## config.mk

```make
export PLATFORM = sky130hd
export DESIGN_NAME = scqe_front
export DESIGN_NICKNAME = d
export VERILOG_FILES = /design/src/hw/rtl/screen_quad_from_euler_angles_macros.svh /design/src/hw/rtl/scqe_pkg.sv /design/src/hw/rtl/scqe_front.sv
export SDC_FILE = /design/constraint.sdc
export NUM_CORES = 2
export LEC_CHECK = 0
export BUFFER_PORTS_ARGS = -buffer_cell sky130_fd_sc_hd__buf_4
export CORE_ASPECT_RATIO = 0.8
export CORE_UTILIZATION = 40
export DETAILED_ROUTE_END_ITERATION = 10
export PLACE_DENSITY = 0.66
export RECOVER_POWER = 50
export SYNTH_ARGS = -nofsm -noshare
export SYNTH_HDL_FRONTEND = slang
export SYNTH_SLANG_ARGS = --single-unit
```

## constraint.sdc

```tcl
create_clock -name i_clk -period 26.8 [get_ports i_clk]
set_input_delay 5.36 -clock i_clk [delete_from_list [all_inputs] [get_ports i_clk]]
set_output_delay 5.36 -clock i_clk [all_outputs]
set_load 0.02 [all_outputs]
```

## src/hw/rtl/screen_quad_from_euler_angles_macros.svh

```systemverilog
// Assertion helpers for the screen quad block.
`ifndef SCREEN_QUAD_FROM_EULER_ANGLES_MACROS_SVH
`define SCREEN_QUAD_FROM_EULER_ANGLES_MACROS_SVH

`ifndef ASSERT_OFF
// checked only out of reset
`define SCQE_ASSERT(lbl, clk, rst_n, prop, msg) \
    lbl: assert property (@(posedge clk) disable iff (!rst_n) prop) else $error(msg);
// checked on every edge, reset included
`define SCQE_ASSERT_ALWAYS(lbl, clk, prop, msg) \
    lbl: assert property (@(posedge clk) prop) else $error(msg);
`else
`define SCQE_ASSERT(lbl, clk, rst_n, prop, msg)
`define SCQE_ASSERT_ALWAYS(lbl, clk, prop, msg)
`endif

`endif

```

## src/hw/rtl/scqe_pkg.sv

```systemverilog
`timescale 1ns / 1ps
package scqe_pkg;

    localparam int ANG_W = 15;
    localparam int DIM_W = 16;
    localparam int POS_W = 24;
    localparam int VTX_W = 3;
    localparam int ROM_W = 15;

    localparam int FULL_TURN    = 23040;
    localparam int QUARTER_TURN = 5760;
    localparam int ROUND_BIAS   = QUARTER_TURN / 2;

    // QUARTER_TURN = 128 * 45: shift by 7, then divide by 45 via reciprocal
    localparam int DIV_SHIFT   = 7;
    localparam int DIV_REM     = 45;
    localparam int RECIP45     = 372827;   // floor(2^24 / 45)
    localparam int RECIP_W     = 19;
    localparam int RECIP_SHIFT = 24;

    localparam longint HALF_PI_Q30 = 64'd1686629713;
    localparam int unsigned TAYLOR_DIV [12] = '{
        6, 20, 42, 72, 110, 156, 210, 272, 342, 420, 506, 600
    };

    localparam logic [VTX_W-1:0] VTX_LAST = 3'd5;

endpackage

```

## src/hw/rtl/scqe_front.sv

```systemverilog
`timescale 1ns / 1ps
module scqe_front #(
    parameter int DEPTH = 1024
) (
    input  logic                                i_clk,
    input  logic                                i_rst_n,
    input  logic                                i_push,
    output logic                                o_full,
    input  logic signed [scqe_pkg::ANG_W-1:0]   i_yaw_angle,
    input  logic signed [scqe_pkg::ANG_W-1:0]   i_pitch_angle,
    input  logic signed [scqe_pkg::ANG_W-1:0]   i_roll_angle,
    input  logic [scqe_pkg::DIM_W-1:0]          i_view_distance,
    input  logic [scqe_pkg::DIM_W-1:0]          i_screen_width,
    input  logic [scqe_pkg::DIM_W-1:0]          i_screen_height,
    output logic                                o_qpush,
    output logic [6*($clog2(DEPTH+1)+1)+3*scqe_pkg::DIM_W-1:0] o_qdata,
    input  logic                                i_qfull
);

    localparam int AW = $clog2(DEPTH + 1);
    localparam int RW = 13;                       // remainder within a quarter
    localparam int XW = RW + AW;
    localparam int YW = XW - scqe_pkg::DIV_SHIFT;
    localparam int PW = YW + scqe_pkg::RECIP_W;
    localparam int DW = 3 * scqe_pkg::DIM_W;

    logic signed [scqe_pkg::ANG_W-1:0] s_ang [3];
    logic [YW-1:0] n_y [6];
    logic [PW-1:0] n_p [6];
    logic [1:0]    n_q [6];
    logic [YW-1:0] r_y [6];
    logic [PW-1:0] r_p [6];
    logic [1:0]    r_q [6];
    logic [DW-1:0] r_dims;
    logic          r_v;
    logic          s_ready;

    assign s_ang[0] = i_yaw_angle;
    assign s_ang[1] = i_pitch_angle;
    assign s_ang[2] = i_roll_angle;

    // lanes: sin yaw, cos yaw, sin pitch, cos pitch, sin roll, cos roll
    always_comb begin
        for (int j = 0; j < 6; j++) begin
            logic signed [15:0] a16;
            logic [14:0]        m;
            logic [1:0]         q;
            logic [RW-1:0]      r;
            logic [XW-1:0]      x;
            a16 = 16'(s_ang[j/2]);
            if ((j % 2) == 1) a16 = a16 + 16'(scqe_pkg::QUARTER_TURN);
            m = a16[15] ? 15'(a16 + 16'(scqe_pkg::FULL_TURN)) : a16[14:0];
            priority if (m >= 15'(3 * scqe_pkg::QUARTER_TURN)) q = 2'd3;
            else if (m >= 15'(2 * scqe_pkg::QUARTER_TURN)) q = 2'd2;
            else if (m >= 15'(scqe_pkg::QUARTER_TURN)) q = 2'd1;
            else q = 2'd0;
            r = RW'(m - 15'(q) * 15'(scqe_pkg::QUARTER_TURN));
            x = XW'(r) * XW'(DEPTH) + XW'(scqe_pkg::ROUND_BIAS);
            n_y[j] = x[XW-1:scqe_pkg::DIV_SHIFT];
            n_p[j] = PW'(n_y[j]) * PW'(scqe_pkg::RECIP45);
            n_q[j] = q;
        end
    end

    assign s_ready = !r_v || !i_qfull;
    assign o_full  = !s_ready;
    assign o_qpush = r_v;

    always_ff @(posedge i_clk) begin
        if (!i_rst_n) r_v <= 1'b0;
        else if (s_ready) r_v <= i_push;
    end

    always_ff @(posedge i_clk) begin
        if (s_ready && i_push) begin
            for (int j = 0; j < 6; j++) begin
                r_y[j] <= n_y[j];
                r_p[j] <= n_p[j];
                r_q[j] <= n_q[j];
            end
            r_dims <= {i_view_distance, i_screen_width, i_screen_height};
        end
    end

    // reciprocal quotient can come out one low; one compare fixes it
    always_comb begin
        o_qdata[DW-1:0] = r_dims;
        for (int j = 0; j < 6; j++) begin
            logic [AW-1:0] q0;
            logic [YW-1:0] q45;
            logic [YW-1:0] diff;
            logic [AW-1:0] idx;
            q0   = r_p[j][scqe_pkg::RECIP_SHIFT +: AW];
            q45  = YW'(q0) * YW'(scqe_pkg::DIV_REM);
            diff = r_y[j] - q45;
            idx  = (diff >= YW'(scqe_pkg::DIV_REM)) ? q0 + AW'(1) : q0;
            o_qdata[DW + j*(AW+1) +: AW+1] =
                {r_q[j][1], (r_q[j][0] ? AW'(DEPTH) - idx : idx)};
        end
    end

endmodule

```

==> results.sh <==
export IMPL_crit_type="in2reg"
export IMPL_finalCriticalPeriod_ns=15.73
export IMPL_tns_ns=0
export IMPL_ys_seq_area_share_pct=12.8
export IMPL_drive_above_1_share_pct=5.02
export IMPL_cp_num_cells=34
export IMPL_ant_nets=0
export IMPL_ios=219
export IMPL_clock_sinks=190
export IMPL_die_y_um=300
export IMPL_status="finished, violations left"
export IMPL_start_util_pct=40.6
export IMPL_area_growth_pct=8.03
export IMPL_vias_per_cell=5.06
export IMPL_cpMaxStageDelayCell="fa_1"
export IMPL_fin_nets=6327
export IMPL_clock_path_buffers=2
export IMPL_drt_first_pass_iters=5
export IMPL_top_usage_layer="met2"
export IMPL_first_global_vias=32100
export IMPL_numCtsBuffers=17
export IMPL_cpMostUsedCell="fa_1"
export IMPL_rr_endpoint="r_y[3][8]"
export IMPL_path_buf_inv=4
export IMPL_worstReg2RegStart="o_qpush"
export IMPL_grt_met2_usage_pct=29.2
export IMPL_max_slew_margin_pct=-188
export IMPL_grt_use_met1_pct=28.2
export IMPL_max_freq_mhz=63.6
export IMPL_route_vias_total=31300
export IMPL_die_w_um=375
export IMPL_worst_ep_arrival_time_ns=16.01
export IMPL_synth_seq_cells=190
export IMPL_ys_types=93
export IMPL_critPathMaxStageDelay_ns=0.65
export IMPL_postSynth_asyncResetShare_pct=0
export IMPL_clkSlewWorstSetupHoldPaths_ns=0.08
export IMPL_cap_violations=4
export IMPL_reg2reg_depth=4
export IMPL_synth_avg_cell_area_um2=9.75
export IMPL_grt_max_degree=73
export IMPL_overflow=0
export IMPL_drc=0
export IMPL_grt_pass1_wl_um=173000
export IMPL_fillerInstances=10500
export IMPL_num_rows=108
export IMPL_required_ns=27.09
export IMPL_place_gp_congestion=0.919
export IMPL_drt_first_iter_violations=1831
export IMPL_wl_per_cell_um=17.2
export IMPL_setup_worst_path_start_class="input port"
export IMPL_regToRegSetupSlack_ns=18.56
export IMPL_setup_viol_count_final=0
export IMPL_rsz0062_at_grt="false"
export IMPL_dieArea_mm2=0.112
export IMPL_synth_top_flop_cell="edfxtp_1"
export IMPL_grt_usage_pct=19.6
export IMPL_worstMarginPinSlew_ns=4.33
export IMPL_report_final_hold_viol_count=0
export IMPL_postCtsSetupBuffers=0
export IMPL_layout_commonest_cell="inv_1"
export IMPL_drt_total_wl_um=107000
export IMPL_endpoint="r_p[4][29]"
export IMPL_cts_hold_buf=0
export IMPL_insertion_delay_ns=0.56
export IMPL_cp_startpoint="i_roll_angle[0]"
export IMPL_yosys_warnings=0
export IMPL_synth_edf_count=189
export IMPL_io_buffers=218
export IMPL_synth_cells=4554
export IMPL_cts_tree="done"
export IMPL_hpwl_um=93000
export IMPL_syn_nets=6136
export IMPL_post_route_period_util_pct=58.7
export IMPL_core_mm2=0.109
export IMPL_cts_resized=0
export IMPL_htreeDepth=4
export IMPL_clock_root_buffer="clkbuf_16"
export IMPL_path_max_fanout=13
export IMPL_crit_path_end_kind="flip-flop"
export IMPL_holdCritPathClass="reg2reg"
export IMPL_failed_checks="max-capacitance violations, max-slew violations"
export IMPL_clock_skew_ns=0.0188
export IMPL_final_cell_mix="inv_1 (1059), ha_1 (894), fa_1 (591)"
export IMPL_cpLargestDelayFamily="adder cells"
export IMPL_met3_usage_pct=5.13
export IMPL_antenna_found_initial=9
export IMPL_slew_violations=196
export IMPL_syn_area_mm2=0.0444
==> worst min-delay path by stage <==
stage	cells past startpoint	slack, ns	from	endpoint
after floorplan	2	0.83	o_qpush	o_qpush
after global placement	2	0.65	o_qpush	o_qpush
after detailed placement	2	0.67	o_qpush	o_qpush
after CTS	2	0.70	o_qpush	o_qpush
after global routing	2	0.73	o_qpush	o_qpush
final	2	0.66	o_qpush	o_qpush
==> area by class of cell <==
| type | count | area [um2] | area share, % |
|---|---|---|---|
| clock buffer | 18 | 429 | 0.894 |
| tap | 1430 | 1790 | 3.73 |
| clock inverter | 14 | 146 | 0.305 |
| sequential | 190 | 5700 | 11.9 |
| multi-input combinational | 3249 | 34500 | 71.9 |
| antenna | 2 | 5.00 | 0.0104 |
| timing repair buffer | 227 | 1440 | 3.00 |
| inverter | 1060 | 3980 | 8.29 |
==> per-layer routing <==
layer / vias up / wire length, um
met5: - / 70
met4: 10 / 1770
met3: 89 / 7900
met2: 760 / 44800
met1: 15100 / 52100
li1: 15400 / -
==> Yosys cell counts, types with 8 or more instances <==
master | instances | area (um2)
fa_1 | 591 | 11800
mux2i_1 | 24 | 240
inv_1 | 1059 | 3980
clkbuf_1 | 41 | 154
a31oi_1 | 31 | 194
a21oi_1 | 135 | 676
nand3_1 | 85 | 425
nand2b_1 | 37 | 231
a22oi_1 | 11 | 82.6
a211oi_1 | 36 | 270
nor2b_1 | 25 | 156
nor3_1 | 64 | 320
nor3b_1 | 12 | 90.1
xor2_1 | 117 | 1020
a2111oi_0 | 11 | 96.3
a211o_1 | 11 | 96.3
ha_1 | 894 | 11200
o22ai_1 | 8 | 50.1
nand4_1 | 23 | 144
a41oi_1 | 8 | 70.1
or3_1 | 13 | 81.3
o2111ai_1 | 10 | 87.6
and3_1 | 32 | 200
a31o_2 | 8 | 70.1
o31ai_1 | 19 | 143
nor2_1 | 181 | 679
edfxtp_1 | 189 | 5680
nand2_1 | 170 | 638
o21bai_1 | 11 | 82.6
a21o_1 | 88 | 661
or2_2 | 16 | 100
nor4_1 | 16 | 100
nand4b_1 | 9 | 78.8
xnor2_1 | 252 | 2210
o21a_1 | 32 | 240
o211ai_1 | 16 | 120
and2_1 | 20 | 125
o21ai_0 | 108 | 541
==> logic make-up after synthesis <==
kind of cell	Yosys count	share of synthesized area, %
xor+xnor	369	7.28
buf+inv	1115	9.51
flops	190	12.8
fa+ha+maj	1486	51.8
simple gates	746	8.47
compound gates	619	9.42
mux	29	0.668
==> state kept, by name (all words and copies together), names as in the netlist <==
name	flops
r_dims	48
o_qpush	1
r_y	60
r_q	12
r_p	69
==> worst min-delay path: cells and delay by family (launching register included) <==
family / cells / cell delay [ns]
compound gates: 1 / 0.12
flops: 1 / 0.33
simple gates: 1 / 0.18
==> metrics by stage <==
step,hold slack [ns],setup WS (ns),cells,util (%),cell area (um2)
2_1_floorplan,0.830,12.16,4554,-,44400
3_3_place_gp,0.654,10.95,6156,43.6,47700
3_5_place_dp,0.675,10.80,6156,43.6,47700
4_1_cts,0.702,11.40,6188,44.1,48300
5_1_grt,0.732,10.36,6190,43.9,48000
6_report,0.658,11.08,6190,43.9,48000
Power is not shown: default switching activity piles up to over one toggle a cycle in this logic, so the estimate is an artifact.
