==> src/hw/rtl/screen_quad_from_euler_angles_macros.svh <==
// Assertion helpers for the screen quad block.
`ifndef SCREEN_QUAD_FROM_EULER_ANGLES_MACROS_SVH
`define SCREEN_QUAD_FROM_EULER_ANGLES_MACROS_SVH

`ifndef ASSERT_OFF
// checked only out of reset
`define SCQE_ASSERT(lbl, clk, rst_n, prop, msg) \
    lbl: assert property (@(posedge clk) disable iff (!rst_n) prop) else $error(msg);
// checked on every edge, reset included
`define SCQE_ASSERT_ALWAYS(lbl, clk, prop, msg) \
    lbl: assert property (@(posedge clk) prop) else $error(msg);
`else
`define SCQE_ASSERT(lbl, clk, rst_n, prop, msg)
`define SCQE_ASSERT_ALWAYS(lbl, clk, prop, msg)
`endif

`endif

==> src/hw/rtl/scqe_queue.sv <==
`timescale 1ns / 1ps
module scqe_queue #(
    parameter int W     = 8,
    parameter int DEPTH = 2
) (
    input  logic         i_clk,
    input  logic         i_rst_n,
    input  logic         i_push,
    input  logic [W-1:0] i_data,
    output logic         o_full,
    input  logic         i_pop,
    output logic         o_empty,
    output logic [W-1:0] o_data
);

    localparam int PW = $clog2(DEPTH);
    localparam int CW = $clog2(DEPTH + 1);

    logic [W-1:0]  r_mem [DEPTH];
    logic [PW-1:0] r_wp, r_rp;
    logic [CW-1:0] r_cnt;
    logic          s_wr, s_rd;

    assign o_full  = (r_cnt == CW'(DEPTH));
    assign o_empty = (r_cnt == '0);
    assign o_data  = r_mem[r_rp];
    assign s_wr    = i_push && !o_full;
    assign s_rd    = i_pop && !o_empty;

    always_ff @(posedge i_clk) begin
        if (!i_rst_n) begin
            r_wp  <= '0;
            r_rp  <= '0;
            r_cnt <= '0;
        end else begin
            if (s_wr) r_wp <= (r_wp == PW'(DEPTH - 1)) ? '0 : r_wp + PW'(1);
            if (s_rd) r_rp <= (r_rp == PW'(DEPTH - 1)) ? '0 : r_rp + PW'(1);
            if (s_wr && !s_rd) r_cnt <= r_cnt + CW'(1);
            else if (s_rd && !s_wr) r_cnt <= r_cnt - CW'(1);
        end
    end

    always_ff @(posedge i_clk) begin
        if (s_wr) r_mem[r_wp] <= i_data;
    end

endmodule

==> config.mk <==
export PLATFORM = sky130hd
export DESIGN_NAME = scqe_queue
export DESIGN_NICKNAME = d
export VERILOG_FILES = /design/src/hw/rtl/screen_quad_from_euler_angles_macros.svh /design/src/hw/rtl/scqe_queue.sv
export SDC_FILE = /design/constraint.sdc
export NUM_CORES = 1
export LEC_CHECK = 0
export ABC_AREA = 1
export BUFFER_PORTS_ARGS = -buffer_cell sky130_fd_sc_hd__buf_4
export CAP_MARGIN = 0
export CORE_MARGIN = 10
export CORE_UTILIZATION = 50
export CTS_BUF_LIST = sky130_fd_sc_hd__clkbuf_16
export DETAILED_ROUTE_END_ITERATION = 10
export GPL_TIMING_DRIVEN = 0
export PLACE_DENSITY = 0.76
export RECOVER_POWER = 100
export SYNTH_ARGS = -nofsm -noshare
export SYNTH_HDL_FRONTEND = slang
export SYNTH_SLANG_ARGS = --single-unit
export TNS_END_PERCENT = 30
==> constraint.sdc <==
create_clock -name i_clk -period 2.19 [get_ports i_clk]
set_input_delay 0.3285 -clock i_clk [delete_from_list [all_inputs] [get_ports i_clk]]
set_output_delay 0.3285 -clock i_clk [all_outputs]
set_load 0.02 [all_outputs]
==> results of run 1 <==
-- logic make-up after synthesis --
logic type,share of synthesized area [%]
buffers and inverters,4.710
DFF,70.52
adders and majority gates,1.520
and+or+nand+nor,9.423
AOI/OAI and AO/OA,2.887
muxes,10.94
-- path summary, 6_finish.rpt --
| path | endpoint | slack, ps | start | cells past startpoint |
|---|---|---|---|---|
| worst max-delay path | o_data[7] | 380 | flip-flop | 3 |
| worst min register to register | r_rp | 500 | r_rp | 2 |
| worst min-delay path | r_mem[1][2] | 290 | i_data[2] | 1 |
| worst max register to register | r_cnt[1] | 630 | r_cnt[1] | 9 |
-- worst register-to-register path: cells and delay by family, from the launching register on --
kind                     cells  cell delay [ps]
AND/OR/NAND/NOR              3              210
AO/OA/AOI/OAI                1              330
buffers and inverters        4              300
flip-flops                   1              340
adder cells (fa/ha/maj)      1              320
-- power groups by stage --
stage,combinational (mW),clock [mW],sequential (mW)
2_1_floorplan,0.289,0,0.542
3_3_place_gp,0.430,0,0.546
3_5_place_dp,0.439,0,0.553
4_1_cts,0.441,0.378,0.546
5_1_grt,0.424,0.393,0.549
6_report,0.378,0.372,0.543
-- Yosys cell counts, drive strengths merged --
cell type | number | area share (%)
edfxtp | 16 | 58
nor2 | 11 | 5.3
inv | 9 | 4.1
mux2 | 8 | 11
nand2 | 6 | 2.7
dfxtp | 5 | 12
o21ai | 3 | 2.3
a21oi | 1 | 0.61
buf | 1 | 0.61
ha | 1 | 1.5
nand3 | 1 | 0.61
nand4 | 1 | 0.76
-- area by class of cell --
| class | count | share of cell area (%) |
|---|---|---|
| plain buffers | 1 | 0.3614 |
| clock buffers | 3 | 7.229 |
| clock inverters | 1 | 0.4819 |
| inverters | 9 | 3.253 |
| multi-input cells | 32 | 19.28 |
| flip-flops and latches | 21 | 55.90 |
| well taps | 16 | 1.928 |
| repair buffers | 21 | 11.57 |
-- metal layers --
metal  up-vias  routed length, microns
met1       227                     627
met5         -                       0
li1        264                       -
met3         4                     135
met2        21                     693
met4         0                      31
-- sequential cells by signal, summed over array words and instances (netlist names), named ones only --
| name | cells |
|---|---|
| r_cnt | 2 |
| r_mem | 16 |
| r_rp | 1 |
| r_wp | 1 |
-- per-stage QoR --
stage / total power [mW] / hold WS, ps
detailed placement: 0.9914 / 497.8
finish: 1.292 / 286.8
global route: 1.367 / 280.7
CTS: 1.365 / 260.7
floorplan: 0.8315 / 427.4
global placement: 0.9761 / 481.0
==> impl_metrics.csv, run 1 <==
group,metric,value,unit
status,outcome,"finished, final reports clean",
placed_design,dpl.cell_count,100,
setup_path,crit_fanout,8,
placed_design,place_ws,709.6,ps
synthesis,ys_seq_area_share,70.52,%
placed_design,placed_cell_area,1001,sq um
cts,numCtsBuffers,3,
layout,final_cell_area,1039,sq um
power,intPower,888.6,uW
timing,timing.slew.headroom,53.59,%
global_routing,grt_max_degree,13,
drt,via_per_inst,4.962,
synthesis,avgSynthCellArea,13.07,sq um
power,clkPwrFrac,28.8,%
synthesis,synth_area,823.3,sq um
drt,drt_iter0_drc,6,
timing,finalCriticalPeriod,1810,ps
layout,multi_input_area,200.2,sq um
setup_path,critPathMaxStageDelay,380,ps
drt,drt_wl_total,1.488,mm
job,drv_cap,0,
setup_path,arrival,1480,ps
floorplan,die_h,60.58,microns
setup_path,cp-start-kind,"flip-flop",
floorplan,rows,14,
layout,antenna_cells,0,
setup_path,worstSetupPathType,"flip-flop to output pin",
layout,postLayoutCoreUtil,68.14,%
timing,fin_skew,1.313,ps
min_path,hold_class,"primary input to flip-flop",
layout,mostFrequentLayoutCells,"16 x edfxtp_1, 11 x clkbuf_1, 10 x nor2_1",
placed_design,gp_congestion,0.7244,
layout,area_growth,26.14,%
global_routing,busiest_layer,"met2",
cts,cts_hold_buf,0,
cts,max-clock-path-buffers,2,
layout,final_common_cell,"edfxtp_1",
global_routing,grt_overflow,0,
layout,instances_no_fill,104,
cts,cts_resized,0,
cts,htree_levels,1,
global_routing,antenna_found_initial,0,
cts,cts_setup_buffers,0,
cts,clk_pin_slew,50,ps
global_routing,grt_pass1_vias,513,
cts,cts.root.buffer_cell,"clkbuf_16",
drt,drtAntennaViolNets,0,
placed_design,dp_hpwl,1.144,mm
floorplan,initial_utilization,54.02,%
setup_path,path_cells,"clkbuf_1 > mux2_2 > clkbuf_1",
layout,drive_gt1_share,28.41,%
global_routing,use_met2,13.25,%
power,power.density,1244,nW/um^2
synthesis,synth_cell_types,15,
timing,setup_viol,0,
setup_path,crit_top_cell,"clkbuf_1",
synthesis,synth_warnings,0,
global_routing,grt_usage,8.633,%
timing,clock.fmax,552.4,MHz
global_routing,grt_use_met1,9.406,%
cts,insertion_delay,250,ps
synthesis,synth_seq_cells,21,
power,pwr-share-comb,29.2,%
timing,fin_crit_sh,82.66,%
timing,tns,0,ps
power,p_seq_share,42.0,%
drt,vias,516,
timing,finalHoldViolCount,0,
power,leakagePower,0.4135,nW
synthesis,syn-num-nets,76,
floorplan,io_pins,22,
setup_path,crit_path_end_kind,"output pin",
layout,nFillCells,113,
setup_path,crit_family,"buffers and inverters",
layout,fin_nets,102,
cts,clock-sinks,21,
power,p_switching,403.5,uW
setup_path,worstPathRequired,1860,ps
drt,wl_per_cell,14.31,microns
floorplan,dieArea,3670,sq um
global_routing,grtUsageMet3,4.593,%
timing,layout_setup_ws,379.7,ps
floorplan,die_w,60.58,microns
placed_design,io_buffers,21,
floorplan,core,1524,sq um
synthesis,synth_cells,63,
drt,first_pass_iters,4,
power,swShare,31.23,%
layout,regArea,580.6,sq um
cts,tritoncts,"yes",
setup_path,crit_buf_inv,2,
drt,drc_errors,0,
setup_path,slowest_stage,"mux2_2",
timing,worst_pin_slew,693.6,ps
timing,rsz0062_at_grt,"no",
timing,finalMaxSlewViolations,0,
global_routing,grt_first_pass_wirelength,2.277,mm
power,ir_drop,0.8734,mV
Note: power is estimated with default switching activity, not from simulation.
==> run 2, diff against run 1 <==
CORE_UTILIZATION = 49   (was 50)
PLACE_DENSITY = 0.75   (was 0.76)
clock period = 1.7 ns   (was 2.19 ns; I/O delays follow)
==> run 2 against run 1 <==
Effect of this change:
- total power is 30% higher
- non-clock buffer count stayed put
- cell count stayed put
- core utilization is 0.12 points higher
- clock skew is 0.73 ps higher
- global-route usage is 0.71 points lower
- largest cell class unchanged
==> impl_metrics.csv, run 2 (synthesis gave the netlist of run 1 again) <==
group,metric,value,unit
status,outcome,"finished, final reports clean",
timing,finalCriticalPeriod,1538,ps
power,leakagePower,0.4387,nW
setup_path,cp-start-kind,"flip-flop",
setup_path,crit_path_end_kind,"output pin",
layout,final_cell_area,1052,sq um
cts,htree_levels,1,
drt,drt_iter0_drc,10,
drt,vias,519,
setup_path,crit_top_cell,"clkbuf_2",
drt,via_per_inst,4.990,
cts,tritoncts,"yes",
placed_design,io_buffers,21,
timing,layout_setup_ws,161.8,ps
layout,final_common_cell,"edfxtp_1",
layout,top_register,"r_mem",
setup_path,slowest_stage,"mux2_2",
timing,finalHoldViolCount,0,
setup_path,worstSetupPathType,"flip-flop to output pin",
layout,instances_no_fill,104,
timing,hold_slack,216.4,ps
cts,numCtsBuffers,3,
cts,clock-sinks,21,
layout,fin_nets,102,
layout,largest_reg_flops,16,
min_path,hold_end,"r_mem[1][4]",
layout,postLayoutCoreUtil,68.26,%
placed_design,gp_congestion,0.7349,
timing,fin_crit_sh,90.48,%
cts,cts_resized,0,
floorplan,io_pins,22,
cts,cts.root.buffer_cell,"clkbuf_16",
drt,drtAntennaViolNets,0,
layout,area_growth,27.81,%
min_path,hp-start,"i_data[4]",
placed_design,placed_cell_area,1001,sq um
global_routing,grt_overflow,0,
cts,insertion_delay,240,ps
placed_design,dp_hpwl,1.089,mm
setup_path,path_cells,"clkbuf_2 > mux2_2 > clkbuf_2",
placed_design,place_ws,221.5,ps
power,power.density,1597,nW/um^2
min_path,hold_depth,1,
timing,finalMaxSlewViolations,0,
layout,drive_gt1_share,38.64,%
timing,setup_viol,0,
setup_path,r2r_start,"r_cnt[0]",
global_routing,grt_max_degree,13,
setup_path,worst-r2r-setup-slack,270,ps
placed_design,dpl.cell_count,100,
global_routing,grt_first_pass_wirelength,2.228,mm
cts,clk_pin_slew,50,ps
floorplan,initial_utilization,53.41,%
layout,reg_top3,"r_mem: 16 flops, r_cnt: 2 flops",
cts,cts_hold_buf,0,
global_routing,grt_pass1_vias,561,
layout,antenna_cells,0,
drt,wl_per_cell,13.47,microns
job,drv_cap,0,
cts,cts_setup_buffers,0,
power,ir_drop,1.363,mV
floorplan,dieArea,3720,sq um
timing,timing.slew.headroom,55.00,%
min_path,hold_class,"primary input to flip-flop",
setup_path,crit_buf_inv,2,
global_routing,grt_usage,7.919,%
drt,drt_wl_total,1.401,mm
setup_path,worstPathRequired,1440,ps
floorplan,die_h,60.99,microns
power,finalPower,1.680,mW
setup_path,crit_fanout,8,
setup_path,r2r_cells,2,
timing,fin_skew,2.040,ps
setup_path,r2r_end,"r_mem[0][3]",
timing,tns,0,ps
floorplan,rows,14,
timing,rsz0062_at_grt,"no",
floorplan,core,1541,sq um
setup_path,critPathMaxStageDelay,360,ps
floorplan,die_w,60.99,microns
timing,worst_pin_slew,672.4,ps
setup_path,crit_family,"buffers and inverters",
drt,first_pass_iters,4,
global_routing,antenna_found_initial,0,
setup_path,arrival,1280,ps
drt,drc_errors,0,
cts,max-clock-path-buffers,2,
layout,mostFrequentLayoutCells,"16 x edfxtp_1, 10 x nor2_1, 8 x clkbuf_2, 8 x mux2_2, 8 x inv_1",
timing,clock.fmax,650.1,MHz
-- run 2: changes by cell type in the layout (fill, tap and decap cells not counted) --
cell | before | now
o21ai_2 | 0 | 1
clkbuf_2 | 0 | 8
o21ai_0 | 3 | 2
clkbuf_1 | 11 | 3
-- run 2: worst max-delay path by stage --
| stage | slack (ps) | depth (start not counted) | end | startpoint |
|---|---|---|---|---|
| detailed placement | 220 | 2 | r_mem[1][7] | r_cnt[0] |
| global route | 90 | 3 | o_data[6] | flip-flop |
| finish | 160 | 3 | o_data[0] | flip-flop |
| CTS | 150 | 3 | o_data[0] | flip-flop |
| global placement | 270 | 2 | r_mem[0][1] | r_cnt[0] |
| floorplan | 280 | 9 | r_cnt[1] | r_cnt[0] |
-- run 2: where the power goes --
part | switching [mW] | internal [mW]
clock | 0.160 | 0.315
sequential | 0.0409 | 0.657
combinational | 0.319 | 0.189
-- run 2: cell type report --
| cell class | count | area, sq um |
|---|---|---|
| Multi-Input combinational cell | 32 | 203.9 |
| Timing Repair Buffer | 21 | 128.9 |
| Buffer | 1 | 5.005 |
| Inverter | 9 | 33.78 |
| Clock inverter | 1 | 5.005 |
| Clock buffer | 3 | 75.07 |
| Sequential cell | 21 | 580.6 |
| Tap cell | 16 | 20.02 |
| Fill cell | 118 | 489.2 |
-- run 2: metal layers --
metal	vias up	part of all wire (%)	GRT usage [%]
met1	241	42	8.181
li1	263	-	-
met2	13	53	13.83
met5	-	0	0
met3	2	4.1	3.549
met4	0	0.86	2.821
